## config.mk

```make
export PLATFORM = sky130hd
export DESIGN_NAME = session_reconnect_supervisor_top_flat
export DESIGN_NICKNAME = d
export VERILOG_FILES = /design/src/sv/srs_pkg.sv /design/src/sv/srs_if.sv /design/src/sv/session_reconnect_supervisor_top.sv /design/src/sv/srs_backoff.sv /design/src/sv/srs_fsm.sv /design/src/flat_wrapper.sv
export SDC_FILE = /design/constraint.sdc
export NUM_CORES = 1
export LEC_CHECK = 0
export ABC_AREA = 1
export BUFFER_PORTS_ARGS = -buffer_cell sky130_fd_sc_hd__buf_4
export CAP_MARGIN = 10
export CORE_MARGIN = 2
export CORE_UTILIZATION = 40
export CTS_CLUSTER_DIAMETER = 30
export DETAILED_ROUTE_END_ITERATION = 8
export PLACE_DENSITY = 0.69
export SETUP_SLACK_MARGIN = 0.05
export SYNTH_ARGS = -nofsm -noshare
export SYNTH_HDL_FRONTEND = slang
export SYNTH_SLANG_ARGS = --single-unit
```

## constraint.sdc

```tcl
create_clock -name clk -period 6.45 [get_ports clk]
set_clock_uncertainty 0.2 [all_clocks]
set_input_delay 0.645 -clock clk [delete_from_list [all_inputs] [get_ports clk]]
set_output_delay 0.645 -clock clk [all_outputs]
set_load 0.01 [all_outputs]
```

## src/sv/srs_pkg.sv

```systemverilog
package srs_pkg;

    // Design constants
    localparam int ATTEMPT_LIMIT    = 31;
    localparam int JITTER_FRAC_BITS = 8;

    // Field widths
    localparam int CFG_W = 16;
    localparam int IDX_W = 2;
    localparam int OP_W  = 4;
    localparam int JIT_W = 9;
    localparam int CMD_W = 3;
    localparam int SS_W  = 3;
    localparam int ATT_W = 5;
    localparam int TOT_W = 32;
    localparam int DLY_W = 17;
    localparam int STG_W = 17;
    localparam int SIL_W = 18;

    // Jitter datapath: wide enough for the raw field and for three halves of one.
    localparam int JW     = (JITTER_FRAC_BITS + 1 > JIT_W) ? JITTER_FRAC_BITS + 1 : JIT_W;
    localparam int PROD_W = CFG_W + JW;

    typedef enum logic [OP_W-1:0] {
        OP_TICK       = 4'd0,
        OP_START      = 4'd1,
        OP_STOP       = 4'd2,
        OP_OPENED     = 4'd3,
        OP_AUTH_REPLY = 4'd4,
        OP_SUBS_REPLY = 4'd5,
        OP_LOST       = 4'd6,
        OP_MESSAGE    = 4'd7,
        OP_SEND_FAIL  = 4'd8,
        OP_PROTO_ERR  = 4'd9
    } op_t;

    typedef enum logic [CMD_W-1:0] {
        CMD_NONE    = 3'd0,
        CMD_CONNECT = 3'd1,
        CMD_ABORT   = 3'd2,
        CMD_AUTH    = 3'd3,
        CMD_SUBS    = 3'd4,
        CMD_LIVE    = 3'd5
    } cmd_t;

    typedef enum logic [SS_W-1:0] {
        SS_DISC  = 3'd0,
        SS_CONN  = 3'd1,
        SS_AUTH  = 3'd2,
        SS_SUBS  = 3'd3,
        SS_LIVE  = 3'd4,
        SS_BACK  = 3'd5,
        SS_FATAL = 3'd6
    } sess_t;

    typedef enum logic [6:0] {
        PH_DISC  = 7'b0000001,
        PH_CONN  = 7'b0000010,
        PH_AUTH  = 7'b0000100,
        PH_SUBS  = 7'b0001000,
        PH_LIVE  = 7'b0010000,
        PH_BACK  = 7'b0100000,
        PH_FATAL = 7'b1000000
    } phase_t;

    typedef enum logic [IDX_W-1:0] {
        CFG_BASE      = 2'd0,
        CFG_MAX       = 2'd1,
        CFG_TIMEOUT   = 2'd2,
        CFG_HEARTBEAT = 2'd3
    } cfg_idx_t;

    typedef struct packed {
        logic [OP_W-1:0]  operation;
        logic             success;
        logic [JIT_W-1:0] jitter_scale;
    } evt_t;

    typedef struct packed {
        logic [CMD_W-1:0] command;
        logic [SS_W-1:0]  session_state;
        logic             error_raised;
        logic [ATT_W-1:0] attempt_count;
        logic [TOT_W-1:0] reconnect_total;
        logic [DLY_W-1:0] delay_ticks;
    } res_t;

    // Encode the one-hot phase as the reported session state.
    function automatic logic [SS_W-1:0] phase_code(phase_t p);
        logic [SS_W-1:0] c;
        case (p)
            PH_DISC:  c = SS_DISC;
            PH_CONN:  c = SS_CONN;
            PH_AUTH:  c = SS_AUTH;
            PH_SUBS:  c = SS_SUBS;
            PH_LIVE:  c = SS_LIVE;
            PH_BACK:  c = SS_BACK;
            PH_FATAL: c = SS_FATAL;
            default:  c = SS_DISC;
        endcase
        return c;
    endfunction

endpackage

```

## src/sv/srs_if.sv

```systemverilog
// Event channel into the supervisor.
interface srs_evt_if;
    logic                       valid;
    logic                       ready;
    logic [srs_pkg::OP_W-1:0]   operation;
    logic                       success;
    logic [srs_pkg::JIT_W-1:0]  jitter_scale;

    modport source (output valid, output operation, output success, output jitter_scale,
                    input ready);
    modport sink   (input valid, input operation, input success, input jitter_scale,
                    output ready);
endinterface

// Result channel out of the supervisor.
interface srs_rsp_if;
    logic                       valid;
    logic                       ready;
    logic [srs_pkg::CMD_W-1:0]  command;
    logic [srs_pkg::SS_W-1:0]   session_state;
    logic                       error_raised;
    logic [srs_pkg::ATT_W-1:0]  attempt_count;
    logic [srs_pkg::TOT_W-1:0]  reconnect_total;
    logic [srs_pkg::DLY_W-1:0]  delay_ticks;

    modport source (output valid, output command, output session_state, output error_raised,
                    output attempt_count, output reconnect_total, output delay_ticks,
                    input ready);
    modport sink   (input valid, input command, input session_state, input error_raised,
                    input attempt_count, input reconnect_total, input delay_ticks,
                    output ready);
endinterface

```

## src/sv/session_reconnect_supervisor_top.sv

```systemverilog
// An accepted item waits in the input register, where the session step works on it, and its
// result is captured in the result register and offered on rsp; while rsp stalls, it stays put.
// Throughput: one item per cycle while rsp takes each result; the whole session step is one
// pass of logic between the input register and the result register.
// Reset: rst_n is asynchronous, active low; it clears the session state, restores
// the default configuration and empties both registers.
module session_reconnect_supervisor_top
(
    input  logic                       clk,
    input  logic                       rst_n,
    input  logic                       cfg_we,
    input  logic [srs_pkg::IDX_W-1:0]  cfg_index,
    input  logic [srs_pkg::CFG_W-1:0]  cfg_data,
    srs_evt_if.sink                    evt,
    srs_rsp_if.source                  rsp
);

    logic            in_valid_reg;
    srs_pkg::evt_t   in_item_reg;
    logic            out_valid_reg;
    srs_pkg::res_t   out_item_reg;
    srs_pkg::res_t   step_res;
    logic            advance;

    // The input register moves on whenever the result register can take its item.
    assign advance   = in_valid_reg && (!out_valid_reg || rsp.ready);
    assign evt.ready = !in_valid_reg || advance;

    always_ff @(posedge clk or negedge rst_n)
    begin
        if (!rst_n)
        begin
            in_valid_reg <= 1'b0;
        end
        else if (evt.ready)
        begin
            in_valid_reg <= evt.valid;
        end
    end

    always_ff @(posedge clk)
    begin
        if (evt.valid && evt.ready)
        begin
            in_item_reg.operation    <= evt.operation;
            in_item_reg.success      <= evt.success;
            in_item_reg.jitter_scale <= evt.jitter_scale;
        end
    end

    // Session step.
    srs_fsm u_fsm
    (
        .clk       (clk),
        .rst_n     (rst_n),
        .cfg_we    (cfg_we),
        .cfg_index (cfg_index),
        .cfg_data  (cfg_data),
        .step      (advance),
        .evt       (in_item_reg),
        .res       (step_res)
    );

    // Result register.
    always_ff @(posedge clk or negedge rst_n)
    begin
        if (!rst_n)
        begin
            out_valid_reg <= 1'b0;
        end
        else if (advance)
        begin
            out_valid_reg <= 1'b1;
        end
        else if (rsp.ready)
        begin
            out_valid_reg <= 1'b0;
        end
    end

    always_ff @(posedge clk)
    begin
        if (advance)
        begin
            out_item_reg <= step_res;
        end
    end

    assign rsp.valid           = out_valid_reg;
    assign rsp.command         = out_item_reg.command;
    assign rsp.session_state   = out_item_reg.session_state;
    assign rsp.error_raised    = out_item_reg.error_raised;
    assign rsp.attempt_count   = out_item_reg.attempt_count;
    assign rsp.reconnect_total = out_item_reg.reconnect_total;
    assign rsp.delay_ticks     = out_item_reg.delay_ticks;

    // A chosen delay always comes with an abort and the backoff state.
    a_delay_in_backoff: assert property (@(posedge clk) disable iff (!rst_n)
        (rsp.valid && rsp.delay_ticks != '0)
        |-> (rsp.command == srs_pkg::CMD_ABORT && rsp.session_state == srs_pkg::SS_BACK))
        else $error("delay reported outside backoff entry");

    // Going live clears the attempt count.
    a_live_clears: assert property (@(posedge clk) disable iff (!rst_n)
        (rsp.valid && rsp.command == srs_pkg::CMD_LIVE)
        |-> (rsp.attempt_count == '0 && rsp.session_state == srs_pkg::SS_LIVE))
        else $error("live announced with attempts pending");

    // A held input item stays in the input register until it can advance.
    a_input_hold: assert property (@(posedge clk) disable iff (!rst_n)
        (in_valid_reg && !advance) |=> (in_valid_reg && $stable(in_item_reg)))
        else $error("input item lost while stalled");

endmodule

```

## src/sv/srs_backoff.sv

```systemverilog
module srs_backoff
(
    input  logic [srs_pkg::CFG_W-1:0] base_delay,
    input  logic [srs_pkg::CFG_W-1:0] max_delay,
    input  logic [srs_pkg::ATT_W-1:0] attempts,
    input  logic [srs_pkg::JIT_W-1:0] jitter_scale,
    output logic [srs_pkg::DLY_W-1:0] delay
);

    localparam int SH_W = 2 * srs_pkg::CFG_W;
    localparam int SH_BITS = $clog2(srs_pkg::CFG_W);
    localparam logic [srs_pkg::JW-1:0] J_LO = srs_pkg::JW'(1) << (srs_pkg::JITTER_FRAC_BITS - 1);
    localparam logic [srs_pkg::JW-1:0] J_HI = srs_pkg::JW'(3) << (srs_pkg::JITTER_FRAC_BITS - 1);
    localparam int Q_W = srs_pkg::PROD_W - srs_pkg::JITTER_FRAC_BITS;

    logic [SH_W-1:0]           shifted;
    logic [srs_pkg::CFG_W-1:0] raw;
    logic [srs_pkg::JW-1:0]    j_in;
    logic [srs_pkg::JW-1:0]    j;
    logic [srs_pkg::PROD_W-1:0] prod;
    logic [Q_W-1:0]            quot;

    // Doubled base delay, capped. Any nonzero base shifted by a full register
    // width or more already exceeds every cap.
    always_comb
    begin
        shifted = {{(SH_W - srs_pkg::CFG_W){1'b0}}, base_delay} << attempts[SH_BITS-1:0];
        if (base_delay == '0)
        begin
            raw = '0;
        end
        else if (attempts >= srs_pkg::ATT_W'(srs_pkg::CFG_W))
        begin
            raw = max_delay;
        end
        else if (shifted > {{(SH_W - srs_pkg::CFG_W){1'b0}}, max_delay})
        begin
            raw = max_delay;
        end
        else
        begin
            raw = shifted[srs_pkg::CFG_W-1:0];
        end
    end

    // Clamp the jitter fraction to one half through three halves.
    always_comb
    begin
        j_in = srs_pkg::JW'(jitter_scale);
        if (j_in < J_LO)
        begin
            j = J_LO;
        end
        else if (j_in > J_HI)
        begin
            j = J_HI;
        end
        else
        begin
            j = j_in;
        end
    end

    // Scale by the jitter and drop the fraction bits, saturating to the field.
    always_comb
    begin
        prod = srs_pkg::PROD_W'(raw) * srs_pkg::PROD_W'(j);
        quot = prod[srs_pkg::PROD_W-1:srs_pkg::JITTER_FRAC_BITS];
        if (quot > Q_W'({srs_pkg::DLY_W{1'b1}}))
        begin
            delay = '1;
        end
        else
        begin
            delay = quot[srs_pkg::DLY_W-1:0];
        end
    end

endmodule

```

## src/sv/srs_fsm.sv

```systemverilog
module srs_fsm
(
    input  logic                       clk,
    input  logic                       rst_n,
    input  logic                       cfg_we,
    input  logic [srs_pkg::IDX_W-1:0]  cfg_index,
    input  logic [srs_pkg::CFG_W-1:0]  cfg_data,
    input  logic                       step,
    input  srs_pkg::evt_t              evt,
    output srs_pkg::res_t              res
);

    logic [srs_pkg::CFG_W-1:0] base_delay_reg;
    logic [srs_pkg::CFG_W-1:0] max_delay_reg;
    logic [srs_pkg::CFG_W-1:0] timeout_reg;
    logic [srs_pkg::CFG_W-1:0] heartbeat_reg;

    srs_pkg::phase_t           phase_reg, phase_next;
    logic                      running_reg, running_next;
    logic [srs_pkg::ATT_W-1:0] attempts_reg, attempts_next;
    logic [srs_pkg::DLY_W-1:0] backoff_reg, backoff_next;
    logic [srs_pkg::STG_W-1:0] stage_reg, stage_next;
    logic [srs_pkg::SIL_W-1:0] silence_reg, silence_next;
    logic [srs_pkg::TOT_W-1:0] reconnects_reg, reconnects_next;

    logic [srs_pkg::DLY_W-1:0] bo_delay;
    logic [srs_pkg::DLY_W-1:0] delay_out;
    logic [srs_pkg::STG_W-1:0] stage_inc;
    logic [srs_pkg::SIL_W-1:0] silence_inc;
    logic [srs_pkg::SIL_W-1:0] hb3;
    logic [srs_pkg::DLY_W-1:0] remain_dec;
    logic                      in_hs;
    logic                      enter_bo;
    logic                      err;
    srs_pkg::cmd_t             cmd;

    // Configuration registers.
    always_ff @(posedge clk or negedge rst_n)
    begin
        if (!rst_n)
        begin
            base_delay_reg <= srs_pkg::CFG_W'(1);
            max_delay_reg  <= srs_pkg::CFG_W'(60);
            timeout_reg    <= srs_pkg::CFG_W'(10);
            heartbeat_reg  <= srs_pkg::CFG_W'(30);
        end
        else if (cfg_we)
        begin
            case (srs_pkg::cfg_idx_t'(cfg_index))
                srs_pkg::CFG_BASE:      base_delay_reg <= cfg_data;
                srs_pkg::CFG_MAX:       max_delay_reg  <= cfg_data;
                srs_pkg::CFG_TIMEOUT:   timeout_reg    <= cfg_data;
                srs_pkg::CFG_HEARTBEAT: heartbeat_reg  <= cfg_data;
                default:                base_delay_reg <= base_delay_reg;
            endcase
        end
    end

    // Backoff delay for the current attempt count and jitter.
    srs_backoff u_backoff
    (
        .base_delay   (base_delay_reg),
        .max_delay    (max_delay_reg),
        .attempts     (attempts_reg),
        .jitter_scale (evt.jitter_scale),
        .delay        (bo_delay)
    );

    // Saturating counters and the silence limit of three heartbeat periods.
    always_comb
    begin
        stage_inc   = (stage_reg != '1) ? stage_reg + 1'b1 : stage_reg;
        silence_inc = (silence_reg != '1) ? silence_reg + 1'b1 : silence_reg;
        remain_dec  = (backoff_reg != '0) ? backoff_reg - 1'b1 : backoff_reg;
        hb3 = (srs_pkg::SIL_W'(heartbeat_reg) << 1) + srs_pkg::SIL_W'(heartbeat_reg);
        in_hs = (phase_reg == srs_pkg::PH_CONN) || (phase_reg == srs_pkg::PH_AUTH)
             || (phase_reg == srs_pkg::PH_SUBS);
    end

    // Next state for one event.
    always_comb
    begin
        phase_next      = phase_reg;
        running_next    = running_reg;
        attempts_next   = attempts_reg;
        backoff_next    = backoff_reg;
        stage_next      = stage_reg;
        silence_next    = silence_reg;
        reconnects_next = reconnects_reg;
        cmd             = srs_pkg::CMD_NONE;
        err             = 1'b0;
        enter_bo        = 1'b0;
        delay_out       = '0;

        if (step)
        begin
            case (srs_pkg::op_t'(evt.operation))
                srs_pkg::OP_TICK:
                begin
                    if (running_reg && phase_reg != srs_pkg::PH_FATAL)
                    begin
                        if (phase_reg == srs_pkg::PH_BACK)
                        begin
                            backoff_next = remain_dec;
                            if (remain_dec == '0)
                            begin
                                phase_next   = srs_pkg::PH_CONN;
                                stage_next   = '0;
                                silence_next = '0;
                                cmd          = srs_pkg::CMD_CONNECT;
                            end
                        end
                        else if (in_hs)
                        begin
                            silence_next = silence_inc;
                            stage_next   = stage_inc;
                            enter_bo     = stage_inc > srs_pkg::STG_W'(timeout_reg);
                        end
                        else if (phase_reg == srs_pkg::PH_LIVE)
                        begin
                            silence_next = silence_inc;
                            enter_bo     = silence_inc > hb3;
                        end
                    end
                end
                srs_pkg::OP_START:
                begin
                    running_next  = 1'b1;
                    attempts_next = '0;
                    phase_next    = srs_pkg::PH_CONN;
                    stage_next    = '0;
                    silence_next  = '0;
                    cmd           = srs_pkg::CMD_CONNECT;
                end
                srs_pkg::OP_STOP:
                begin
                    running_next = 1'b0;
                    phase_next   = srs_pkg::PH_DISC;
                    cmd          = srs_pkg::CMD_ABORT;
                end
                srs_pkg::OP_OPENED:
                begin
                    if (phase_reg == srs_pkg::PH_CONN)
                    begin
                        phase_next = srs_pkg::PH_AUTH;
                        stage_next = '0;
                        cmd        = srs_pkg::CMD_AUTH;
                    end
                end
                srs_pkg::OP_AUTH_REPLY:
                begin
                    silence_next = '0;
                    if (phase_reg == srs_pkg::PH_AUTH)
                    begin
                        if (evt.success)
                        begin
                            phase_next = srs_pkg::PH_SUBS;
                            stage_next = '0;
                            cmd        = srs_pkg::CMD_SUBS;
                        end
                        else
                        begin
                            err        = 1'b1;
                            phase_next = srs_pkg::PH_FATAL;
                            cmd        = srs_pkg::CMD_ABORT;
                        end
                    end
                end
                srs_pkg::OP_SUBS_REPLY:
                begin
                    silence_next = '0;
                    if (phase_reg == srs_pkg::PH_SUBS)
                    begin
                        if (evt.success)
                        begin
                            phase_next    = srs_pkg::PH_LIVE;
                            attempts_next = '0;
                            cmd           = srs_pkg::CMD_LIVE;
                        end
                        else
                        begin
                            err      = 1'b1;
                            enter_bo = 1'b1;
                        end
                    end
                end
                srs_pkg::OP_LOST:
                begin
                    enter_bo = in_hs || (phase_reg == srs_pkg::PH_LIVE);
                end
                srs_pkg::OP_MESSAGE:
                begin
                    silence_next = '0;
                end
                srs_pkg::OP_SEND_FAIL:
                begin
                    if (phase_reg == srs_pkg::PH_AUTH || phase_reg == srs_pkg::PH_SUBS)
                    begin
                        err      = 1'b1;
                        enter_bo = 1'b1;
                    end
                end
                srs_pkg::OP_PROTO_ERR:
                begin
                    if (phase_reg == srs_pkg::PH_AUTH || phase_reg == srs_pkg::PH_SUBS
                        || phase_reg == srs_pkg::PH_LIVE)
                    begin
                        err      = 1'b1;
                        enter_bo = 1'b1;
                    end
                end
                default:
                begin
                    cmd = srs_pkg::CMD_NONE;
                end
            endcase

            // Entering backoff: a stopped session simply parks as disconnected.
            if (enter_bo)
            begin
                if (!running_reg)
                begin
                    phase_next = srs_pkg::PH_DISC;
                    cmd        = srs_pkg::CMD_NONE;
                end
                else
                begin
                    reconnects_next = reconnects_reg + 1'b1;
                    attempts_next   = (attempts_reg < srs_pkg::ATT_W'(srs_pkg::ATTEMPT_LIMIT))
                                    ? attempts_reg + 1'b1
                                    : srs_pkg::ATT_W'(srs_pkg::ATTEMPT_LIMIT);
                    backoff_next    = bo_delay;
                    delay_out       = bo_delay;
                    phase_next      = srs_pkg::PH_BACK;
                    cmd             = srs_pkg::CMD_ABORT;
                end
            end
        end
    end

    // Session state registers.
    always_ff @(posedge clk or negedge rst_n)
    begin
        if (!rst_n)
        begin
            phase_reg      <= srs_pkg::PH_DISC;
            running_reg    <= 1'b0;
            attempts_reg   <= '0;
            backoff_reg    <= '0;
            stage_reg      <= '0;
            silence_reg    <= '0;
            reconnects_reg <= '0;
        end
        else
        begin
            phase_reg      <= phase_next;
            running_reg    <= running_next;
            attempts_reg   <= attempts_next;
            backoff_reg    <= backoff_next;
            stage_reg      <= stage_next;
            silence_reg    <= silence_next;
            reconnects_reg <= reconnects_next;
        end
    end

    // Result of this event.
    always_comb
    begin
        res.command         = cmd;
        res.session_state   = srs_pkg::phase_code(phase_next);
        res.error_raised    = err;
        res.attempt_count   = attempts_next;
        res.reconnect_total = reconnects_next;
        res.delay_ticks     = delay_out;
    end

    // The attempt count never passes its limit.
    a_attempt_limit: assert property (@(posedge clk) disable iff (!rst_n)
        attempts_reg <= srs_pkg::ATT_W'(srs_pkg::ATTEMPT_LIMIT))
        else $error("attempt count above limit");

    // The reconnect total moves by at most one per cycle.
    a_reconnect_step: assert property (@(posedge clk) disable iff (!rst_n)
        1'b1 |=> (reconnects_reg == $past(reconnects_reg))
              || (reconnects_reg == $past(reconnects_reg) + srs_pkg::TOT_W'(1)))
        else $error("reconnect total jumped");

    // Only start or stop leaves the fatal phase.
    a_fatal_sticky: assert property (@(posedge clk) disable iff (!rst_n)
        (phase_reg == srs_pkg::PH_FATAL
         && !(step && (evt.operation == srs_pkg::OP_START
                       || evt.operation == srs_pkg::OP_STOP)))
        |=> phase_reg == srs_pkg::PH_FATAL)
        else $error("fatal phase left without start or stop");

endmodule
```

## src/flat_wrapper.sv

```systemverilog
// flat-port wrapper written by rule: the top's interface ports become plain ports
module session_reconnect_supervisor_top_flat 
  (clk, rst_n, cfg_we, cfg_index, cfg_data, evt_valid, evt_operation, evt_success, evt_jitter_scale, evt_ready, rsp_valid, rsp_command, rsp_session_state, rsp_error_raised, rsp_attempt_count, rsp_reconnect_total, rsp_delay_ticks, rsp_ready);
  srs_evt_if evt_i ();
  srs_rsp_if rsp_i ();
  input  logic clk;
  input  logic rst_n;
  input  logic cfg_we;
  input  logic [srs_pkg::IDX_W-1:0] cfg_index;
  input  logic [srs_pkg::CFG_W-1:0] cfg_data;
  input wire logic [$bits(evt_i.valid)-1:0] evt_valid;
  input wire logic [$bits(evt_i.operation)-1:0] evt_operation;
  input wire logic [$bits(evt_i.success)-1:0] evt_success;
  input wire logic [$bits(evt_i.jitter_scale)-1:0] evt_jitter_scale;
  output wire logic [$bits(evt_i.ready)-1:0] evt_ready;
  output wire logic [$bits(rsp_i.valid)-1:0] rsp_valid;
  output wire logic [$bits(rsp_i.command)-1:0] rsp_command;
  output wire logic [$bits(rsp_i.session_state)-1:0] rsp_session_state;
  output wire logic [$bits(rsp_i.error_raised)-1:0] rsp_error_raised;
  output wire logic [$bits(rsp_i.attempt_count)-1:0] rsp_attempt_count;
  output wire logic [$bits(rsp_i.reconnect_total)-1:0] rsp_reconnect_total;
  output wire logic [$bits(rsp_i.delay_ticks)-1:0] rsp_delay_ticks;
  input wire logic [$bits(rsp_i.ready)-1:0] rsp_ready;
  assign evt_i.valid = evt_valid;
  assign evt_i.operation = evt_operation;
  assign evt_i.success = evt_success;
  assign evt_i.jitter_scale = evt_jitter_scale;
  assign evt_ready = evt_i.ready;
  assign rsp_valid = rsp_i.valid;
  assign rsp_command = rsp_i.command;
  assign rsp_session_state = rsp_i.session_state;
  assign rsp_error_raised = rsp_i.error_raised;
  assign rsp_attempt_count = rsp_i.attempt_count;
  assign rsp_reconnect_total = rsp_i.reconnect_total;
  assign rsp_delay_ticks = rsp_i.delay_ticks;
  assign rsp_i.ready = rsp_ready;
  session_reconnect_supervisor_top u_core (.clk(clk), .rst_n(rst_n), .cfg_we(cfg_we), .cfg_index(cfg_index), .cfg_data(cfg_data), .evt(evt_i), .rsp(rsp_i));
endmodule
```

Word-level counts from Yosys, hierarchy flattened
Cells that the tools add are included.
{ "classes": {"add_sub_neg": 6, "multipliers": 1, "order_cmp": 8, "n_eq_ne": 33, "shift": 1, "muxes": 77, "reduce_logical": 30} }
{ "ops": {"columns": ["cell", "n"], "rows": [
  ["two-way mux 17 bit", 15],
  ["two-way mux 18 bit", 6],
  ["two-way mux 32 bit", 3],
  ["two-way mux 7 bit", 10],
  ["case mux 17 bit (4 select lines)", 1],
  ["two-way mux 16 bit", 3],
  ["case mux 7 bit (6 select lines)", 1],
  ["case mux 18 bit (2 select lines)", 1],
  ["case mux 3 bit (6 select lines)", 2],
  ["adder 32 x 1 -> 32 bit (second input constant)", 1],
  ["greater-than comparator 32 x 16 -> 1 bit", 1],
  ["<< shifter 16 x 4 -> 32 bit", 1],
  ["two-way mux 5 bit", 6],
  ["multiplier 16 x 9 -> 25 bit", 1],
  ["adder 17 x 16 -> 18 bit", 1],
  ["adder 18 x 1 -> 18 bit (second input constant)", 1],
  ["greater-than comparator 18 bit", 1],
  ["two-way mux 9 bit", 2],
  ["!= test 18 bit (second input constant)", 1],
  ["adder 17 x 1 -> 17 bit (second input constant)", 1],
  ["greater-than comparator 17 x 16 -> 1 bit", 1],
  ["greater-than comparator 17 bit (second input constant)", 1],
  ["logical NOT 17 bit", 1],
  ["!= test 17 bit (second input constant)", 1],
  ["other kinds (44)", 93]
]} }
{ "totals": {"register_bits": 238, "inputBits": 37, "output_inout_bits": 63, "word_cells": 178} }

Depth between registers and ports, before layout
Gate-level depths: netlist of the first run.
{ "depth": {"word_depth": 13, "ltp_mapped": 51, "mapped_depth_nobuf": 48} }

Hierarchy
Synthesis of the first run repeated with hierarchy kept, for this count alone.
{ "unflattened": {"cells_unflattened": 2479, "hier_area_um2": 19140.9} }
{ "by_module_without_submodules": {"columns": ["mod", "n_inst", "cells_each", "area_per_inst_um2", "seq_area_each_um2"], "rows": [
  ["srs_fsm", 1, 1459, 10754.1, 4043.9],
  ["srs_backoff", 1, 933, 6039.5, 0.0],
  ["session_reconnect_supervisor_top", 1, 87, 2347.3, 2302.2]
]} }

Worst setup path after synthesis of the first run
No wires, ideal clock.
{ "synth_path": {"kind": "reg-to-reg", "from": "reg u_core.u_fsm.attempts_reg[0] in the netlist's numbering", "to": "reg u_core.out_item_reg, in the netlist u_core.rsp.delay_ticks[7] (data pin)", "setup_time_ps": 252, "t_arrival_ps": 6639, "slack_ps": -641, "stages_incl_launch_ff": 43, "path_buffers": 3, "period_less_slack_ps": 7091, "path_cell_list": "dfrtp_1 -> inv_2 -> buf_6 -> nand2_1 -> nand2_1 -> o21ai_0 -> nor2_1 -> a31oi_1 -> nand2_1 -> o21ai_0 -> inv_1 -> ha_1 -> nand2_1 -> nor3_1 -> nand3_1 -> nand2_1 -> nand2_1 -> inv_2 -> [... 7 more ...] -> nand2_1 -> fa_1 -> fa_1 -> inv_1 -> fa_1 -> inv_1 -> fa_1 -> inv_1 -> ha_1 -> a21oi_1 -> inv_1 -> a21oi_1 -> nor3_1 -> nor2_1 -> nand2_2 -> or2_1 -> nand3_1 -> inv_1"} }
{ "synth_between": {"elab_chain_len": 8, "word_cells_on_any_way": 9} }
{ "synth_rtl": {"columns": ["item", "line", "text"], "rows": [
  ["from (decl)", "srs_fsm.sv:20", "logic [srs_pkg::ATT_W-1:0] attempts_reg, attempts_next;"],
  ["from (signal assigned)", "srs_fsm.sv:258", "attempts_reg <= attempts_next;"],
  ["<< shifter 16 x 4 -> 32 bit", "srs_backoff.sv:27", "shifted = {{(SH_W - srs_pkg::CFG_W){1'b0}}, base_delay} << attempts[SH_BITS-1:0];"],
  ["greater-than comparator 32 x 16 -> 1 bit", "srs_backoff.sv:36", "else if (shifted > {{(SH_W - srs_pkg::CFG_W){1'b0}}, max_delay})"],
  ["two-way mux 16 bit", "srs_backoff.sv:36", null],
  ["two-way mux 16 bit (*)", "srs_backoff.sv:32", "else if (attempts >= srs_pkg::ATT_W'(srs_pkg::CFG_W))"],
  ["two-way mux 16 bit (*)", "srs_backoff.sv:28", "if (base_delay == '0)"],
  ["multiplier 16 x 9 -> 25 bit (*)", "srs_backoff.sv:67", "prod = srs_pkg::PROD_W'(raw) * srs_pkg::PROD_W'(j);"],
  ["greater-than comparator 17 bit", "srs_backoff.sv:69", "if (quot > Q_W'({srs_pkg::DLY_W{1'b1}}))"],
  ["two-way mux 17 bit (*)", "srs_backoff.sv:69", null],
  ["to (signal assigned)", "session_reconnect_supervisor_top.sv:85", "out_item_reg <= step_res;"],
  ["to (decl)", "session_reconnect_supervisor_top.sv:21", "srs_pkg::res_t out_item_reg;"]
]} }
Mark *: on every way between the ends. The rest lies on a longest branch, timed or not.
A chain may end at the register's enable or synchronous reset.

Final worst setup path of the first run
{ "layout_path": {"from": "reg u_core.u_fsm.attempts_reg[0] in the netlist's numbering", "to": "reg u_core.out_item_reg, in the netlist u_core.rsp.delay_ticks[10] (data pin)"} }
The elaborated chain is that of the path after synthesis.

==> results of run 1 <==
-- routing by layer --
| layer | wire length, um | up-vias | track usage [%] |
|---|---|---|---|
| li1 | - | 8364 | - |
| met1 | 22900 | 8225 | 28.5 |
| met2 | 25700 | 542 | 37.0 |
| met3 | 3150 | 101 | 3.37 |
| met4 | 1300 | 0 | 6.73 |
| met5 | 0 | - | 0 |
-- cells by family after synthesis --
group	Yosys count	synth area share [%]
and+or+nand+nor	1105	25.6
muxes	1	0.0534
AOI/OAI and AO/OA	302	8.82
DFF	238	33.9
xor gates and xnor gates	81	3.78
buffers and inverters	467	9.73
adders and majority gates	213	18.2
-- worst max-delay path: cells and delay by family, from the launching register on --
family,cells,cell delay (ps)
compound gates,5,710
fa+ha+maj,6,2540
simple gates,19,1920
buf+inv,8,870
flops,1,440
-- how the worst max path moves through the flow --
stage / slack (ps) / startpoint / cells past startpoint / to
2_1_floorplan: -20 / u_core.u_fsm.attempts_reg[0]$_DFF_PN0_ / 42 / u_core.rsp.delay_ticks[10]$_SDFFCE_PN0P_
3_3_place_gp: -620 / u_core.u_fsm.attempts_reg[0]$_DFF_PN0_ / 35 / u_core.rsp.delay_ticks[16]$_SDFFCE_PN0P_
3_5_place_dp: -610 / u_core.u_fsm.attempts_reg[0]$_DFF_PN0_ / 44 / u_core.rsp.delay_ticks[9]$_SDFFCE_PN0P_
4_1_cts: -420 / u_core.u_fsm.attempts_reg[0]$_DFF_PN0_ / 42 / u_core.rsp.delay_ticks[7]$_SDFFCE_PN0P_
5_1_grt: -870 / u_core.u_fsm.attempts_reg[0]$_DFF_PN0_ / 39 / u_core.rsp.delay_ticks[10]$_SDFFCE_PN0P_
6_report: -520 / u_core.u_fsm.attempts_reg[0]$_DFF_PN0_ / 38 / u_core.rsp.delay_ticks[10]$_SDFFCE_PN0P_
-- cell usage in the layout, fill, tap and decap left out, types with 21 or more instances in the layout --
cell type  instances
a21oi_1           87
a21oi_2           23
buf_4            269
clkbuf_16         54
dfrtp_1          150
edfxtp_1          75
fa_1              96
ha_1              96
inv_1            368
inv_2             35
nand2_1          467
nand2_2           63
nand2_4           21
nand3_1          130
nand4_1           46
nor2_1           221
nor2_2            27
nor3_1            41
nor4_1            28
o21ai_0          104
xor2_1            65
-- what timing repair did --
action,CTS,global route
pin swaps,18,55
setup endpoints to repair,34,40
gates cloned,2,0
gates resized for setup,110,131
setup buffers,15,26
-- power groups by stage --
stage                     logic, mW  clock network (mW)  registers (mW)
after floorplan                5.13                   0            2.03
after global placement         8.12                   0            2.06
after detailed placement       8.23                   0            2.07
after CTS                      8.95                2.81            2.05
after global routing           11.4                2.89            2.09
final                          10.4                2.77            2.06
-- metrics by stage --
step / instances / hold slack (ps) / instance area [um2] / TNS, ps / util, %
2_1_floorplan: 2407 / 149 / 19000 / -63.1 / -
3_3_place_gp: 3203 / 260 / 21300 / -16330 / 46.0
3_5_place_dp: 3203 / 277 / 21300 / -18240 / 46.0
4_1_cts: 3322 / 3.17 / 23800 / -9620 / 51.3
5_1_grt: 3347 / 16.5 / 24400 / -23860 / 52.7
6_report: 3347 / 17.3 / 24400 / -12450 / 52.7
-- layout make-up --
cell class / instances / area, um2
clock buffer: 57 / 1360
clock inverter: 45 / 515
fill: 4142 / 21900
inverter: 410 / 1560
multi-input combinational: 1702 / 11600
sequential: 238 / 6350
tap: 607 / 759
timing repair buffer: 287 / 2270
timing repair inverter: 1 / 7.51
==> flow_summary.yaml, run 1 <==
outcome:
  status: "complete, but fails checks"
  violations: "setup timing"
routing:
  vias_per_cell: 5.15
  dr.pass1.iters: 5
  num_vias: 17200
  wl_um: 53100
  drt_iter0_markers: 1183
  route.detailed.drc: 0
  ant_nets: 0
  routedWlPerCell_um: 15.9
synthesis:
  avgSynthCellArea_um2: 7.79
  synth_cell_types: 56
  yosys.area.top_type_share_pct: 20.2
  synth_common_cells: "nand2_1 (531), inv_1 (399), nor2_1 (248)"
  ys_seq_elements: 238
  synth_warnings: 0
  synth_largest_area_cell: "dfrtp_1"
  synthTopCellsByArea: "dfrtp_1 (20%), edfxtp_1 (12%), nand2_1 (11%)"
  synth_edf_count: 75
  synthFlopType: "dfrtp_1"
  syn_inst: 2407
  synth-seq-area-share_pct: 33.9
  netlist_area_um2: 18700
  synth_most_common_cell: "nand2_1"
  synth_fp_nets: 2657
  synthArstFlopShare_pct: 68.5
timing:
  max_slew_margin_pct: 26.7
  post-route-min-period_ps: 6970
  fin_ws_ps: -524
  final_max_slew_viol_count: 0
  setup_viol: 34
  fmax_mhz: 143
  final_min_period_over_clock_period_pct: 108
  grt_setup_unrepaired: "true"
  worstMarginPinSlew_ps: 1100
  hold_viol_final: 0
floorplanning:
  rows: 79
  core_area_um2: 46400
  fp.dieArea_um2: 48600
  dieWidth_um: 220
  fp.dieH_um: 220
  start_util_pct: 40.4
  ios: 100
run:
  maxCapViolations: 0
setup_path:
  start_kind: "register"
  reg2reg_to: "u_core.rsp.delay_ticks[10]$_SDFFCE_PN0P_"
  timing_worst_setup_path_type: "register to register"
  reg2reg_depth: 38
  crit_arrival_ps: 7120
  crit_required_ps: 6590
  crit_slowest_cell: "fa_1"
  cpMostUsedCell: "nand2_1"
  worstReg2RegStart: "u_core.u_fsm.attempts_reg[0]$_DFF_PN0_"
  crit_path_max_fanout: 8
  end_kind: "register"
  worst-r2r-setup-slack_ps: -520
  max_stage_delay_ps: 540
clock_network:
  htree_levels: 2
  clock_latency_ps: 620
  root_buffer: "clkbuf_16"
  cts_tree: "built"
  cts.sinks: 238
  cts_hold_buffers: 0
  clk_pin_slew_ps: 50
  cts_made_buffers: 54
  cts_max_path_buffers: 3
global_route:
  first_global_vias: 16900
  grt_pass1_wl_um: 84700
  grt_max_degree: 111
  antenna_found_initial: 0
  grtUsageTotal_pct: 21.8
  grt-ovfl-total: 0
power_and_ir_drop:
  pwr-share-comb_pct: 68.2
  clkPwrFrac_pct: 18.2
  powerDensity_nw_per_um2: 622
  power_mw: 15.2
  p_leak_nw: 12.0
  sequentialPowerShare_pct: 13.5
  switching_share_pct: 45.9
  p_sw_mw: 6.97
  vdd_drop_max_mv: 0.582
  intPower_mw: 8.23
finish:
  syn_to_final_growth_pct: 30.3
  layout.nets: 2944
  diodes: 0
  drive_gt1_share_pct: 24.1
worst_hold_path:
  hold_path_class: "input pin to async pin"
placed_design:
  place_ws_ps: -608
  dp_hpwl_um: 39600
  gp_congestion: 1.00
  port-buffer-count: 99
(Power assumes the default switching activity.)
==> inputs of run 2 (changes only) <==
--- a/config.mk
+++ b/config.mk
@@ -12,7 +12,7 @@
 export CORE_UTILIZATION = 40
 export CTS_CLUSTER_DIAMETER = 30
 export DETAILED_ROUTE_END_ITERATION = 8
-export PLACE_DENSITY = 0.69
+export PLACE_DENSITY = 0.67
 export SETUP_SLACK_MARGIN = 0.05
 export SYNTH_ARGS = -nofsm -noshare
 export SYNTH_HDL_FRONTEND = slang
==> constraint.sdc (replaced) <==
create_clock -name clk -period 8.1 [get_ports clk]
set_clock_uncertainty 0.2 [all_clocks]
set_input_delay 0.81 -clock clk [delete_from_list [all_inputs] [get_ports clk]]
set_output_delay 0.81 -clock clk [all_outputs]
set_load 0.01 [all_outputs]
==> run 2 against run 1 <==
Against the previous run:
- the run now ends clean
- highest routed layer unchanged
- die area unchanged
- sequential share of layout area increased by 2.8 points
- final cell count decreased by 5.3%
- combinational power decreased by 50%
- fmax decreased by 8.0%
==> flow_summary.yaml, run 2 (synthesis results as in run 1) <==
outcome:
  status: "finished, final reports clean"
setup_path:
  crit_required_ps: 8230
  crit_family: "adder cells"
  max_stage_delay_ps: 540
  cpMostUsedCell: "nand2_1"
  timing_worst_setup_path_type: "register to register"
  start_kind: "register"
  crit_buf_inv: 11
  crit_arrival_ps: 7720
  crit_slowest_cell: "fa_1"
  end_kind: "register"
  crit_path_max_fanout: 15
power_and_ir_drop:
  clkPwrFrac_pct: 24.1
  intPower_mw: 4.69
  p_leak_nw: 11.0
  vdd_drop_max_mv: 0.334
  p_sw_mw: 4.33
  pwr-share-comb_pct: 57.5
  sequentialPowerShare_pct: 18.4
  powerDensity_nw_per_um2: 408
  switching_share_pct: 48.0
floorplanning:
  rows: 79
  fp.dieH_um: 220
  dieWidth_um: 220
  start_util_pct: 40.4
  fp.dieArea_um2: 48600
  core_area_um2: 46400
  ios: 100
placed_design:
  gp_congestion: 0.971
  port-buffer-count: 99
  placed_area_um2: 20100
  dp_hpwl_um: 39000
  dp_cells: 3068
clock_network:
  cts_tree: "built"
  clock_latency_ps: 600
  cts_made_buffers: 51
  root_buffer: "clkbuf_16"
  clk_pin_slew_ps: 50
  cts_max_path_buffers: 3
  cts.sinks: 238
  htree_levels: 2
routing:
  wl_um: 51200
  drt_iter0_markers: 1130
  vias_per_cell: 5.19
  ant_nets: 0
  dr.pass1.iters: 5
  routedWlPerCell_um: 16.2
  num_vias: 16400
  route.detailed.drc: 0
timing:
  fin_setup_tns_ps: 0
  hold_viol_final: 0
  final_max_slew_viol_count: 0
  setup_viol: 0
  final_min_period_over_clock_period_pct: 93.6
  max_slew_margin_pct: 25.7
  fmax_mhz: 132
  worstMarginPinSlew_ps: 1110
  post-route-min-period_ps: 7580
  hold_slack_ps: 92.9
  grt_setup_unrepaired: "true"
run:
  maxCapViolations: 0
finish:
  fillerInstances: 4468
  fin_cells: 3168
  diodes: 0
  final_area_um2: 22100
  layout.nets: 2768
  drive_gt1_share_pct: 12.4
  syn_to_final_growth_pct: 17.8
  final_cell_mix: "nand2_1 (524), inv_1 (391), nor2_1 (244)"
  final_common_cell: "nand2_1"
worst_hold_path:
  hold_path_class: "input pin to async pin"
global_route:
  grt_pass1_wl_um: 82200
  first_global_vias: 16300
  grt_max_degree: 91
  antenna_found_initial: 0
  grtUsageTotal_pct: 21.2
  grt-ovfl-total: 0
## run 2: changes by cell type in the layout (fill, tap and decap cells not counted), sizes merged
| cell | previous run | this run |
|---|---|---|
| clkinvlp | 8 | 4 |
| bufinv | 5 | 7 |
| clkinv | 24 | 22 |
| buf | 287 | 114 |
| clkbuf | 57 | 56 |
| inv | 419 | 418 |
## run 2: layout make-up
| type | count | area, um2 | share of cell area [%] |
|---|---|---|---|
| Clock buffer | 55 | 1310 | 5.94 |
| Sequential cell | 238 | 6350 | 28.8 |
| Inverter | 410 | 1550 | 7.01 |
| Multi-Input combinational cell | 1702 | 10700 | 48.6 |
| Tap cell | 607 | 759 | 3.44 |
| Clock inverter | 41 | 508 | 2.30 |
| Timing Repair Buffer | 115 | 868 | 3.93 |
## run 2: metal layers
metal	GRT usage (%)	wire, um	part of all wire [%]
met2	34.6	23500	46
met1	28.5	23100	45
met3	3.78	3150	6.1
met4	6.80	1430	2.8
met5	0	0	0
## run 2: worst paths after layout
check	start	depth (start not counted)	endpoint	slack, ps
worst max-delay path	u_core.u_fsm.attempts_reg[0]$_DFF_PN0_	41	u_core.rsp.delay_ticks[13]$_SDFFCE_PN0P_	520
worst min-delay path	rst_n	1	u_core.u_fsm.reconnects_reg[2]$_DFF_PN0_	90
worst max register to register	u_core.u_fsm.attempts_reg[0]$_DFF_PN0_	41	u_core.rsp.delay_ticks[13]$_SDFFCE_PN0P_	520
worst min register to register	u_core.u_fsm.timeout_reg[15]$_DFFE_PN0P_	2	u_core.u_fsm.timeout_reg[15]$_DFFE_PN0P_	280
max in group asynchronous	rst_n	2	u_core.u_fsm.attempts_reg[0]$_DFF_PN0_	6030
min in group clk	evt_operation[1]	1	u_core.in_item_reg[11]$_DFFE_PP_	200
## run 2: power groups by stage
stage / sequential, mW / combinational [mW] / clock [mW]
3_3_place_gp: 1.67 / 4.76 / 0
4_1_cts: 1.66 / 4.89 / 2.22
3_5_place_dp: 1.67 / 4.84 / 0
6_report: 1.66 / 5.18 / 2.17
2_1_floorplan: 1.62 / 3.64 / 0
5_1_grt: 1.69 / 5.93 / 2.27
## run 2: per-stage QoR
step / setup WS [ps] / util [%] / power, mW
after floorplan: 1010 / - / 5.26
after global placement: 393 / 43.3 / 6.43
after detailed placement: 244 / 43.3 / 6.51
after CTS: 185 / 47.2 / 8.76
after global routing: -57.5 / 47.6 / 9.88
final: 518 / 47.6 / 9.02
## run 2: timing repair
| action | in CTS | in global routing |
|---|---|---|
| endpoints found under the setup margin | 0 | 34 |
| gates resized for setup | 0 | 60 |
| endpoints found under the hold margin | 0 | 0 |
| hold buffers | 0 | 0 |
| setup buffers | 0 | 3 |
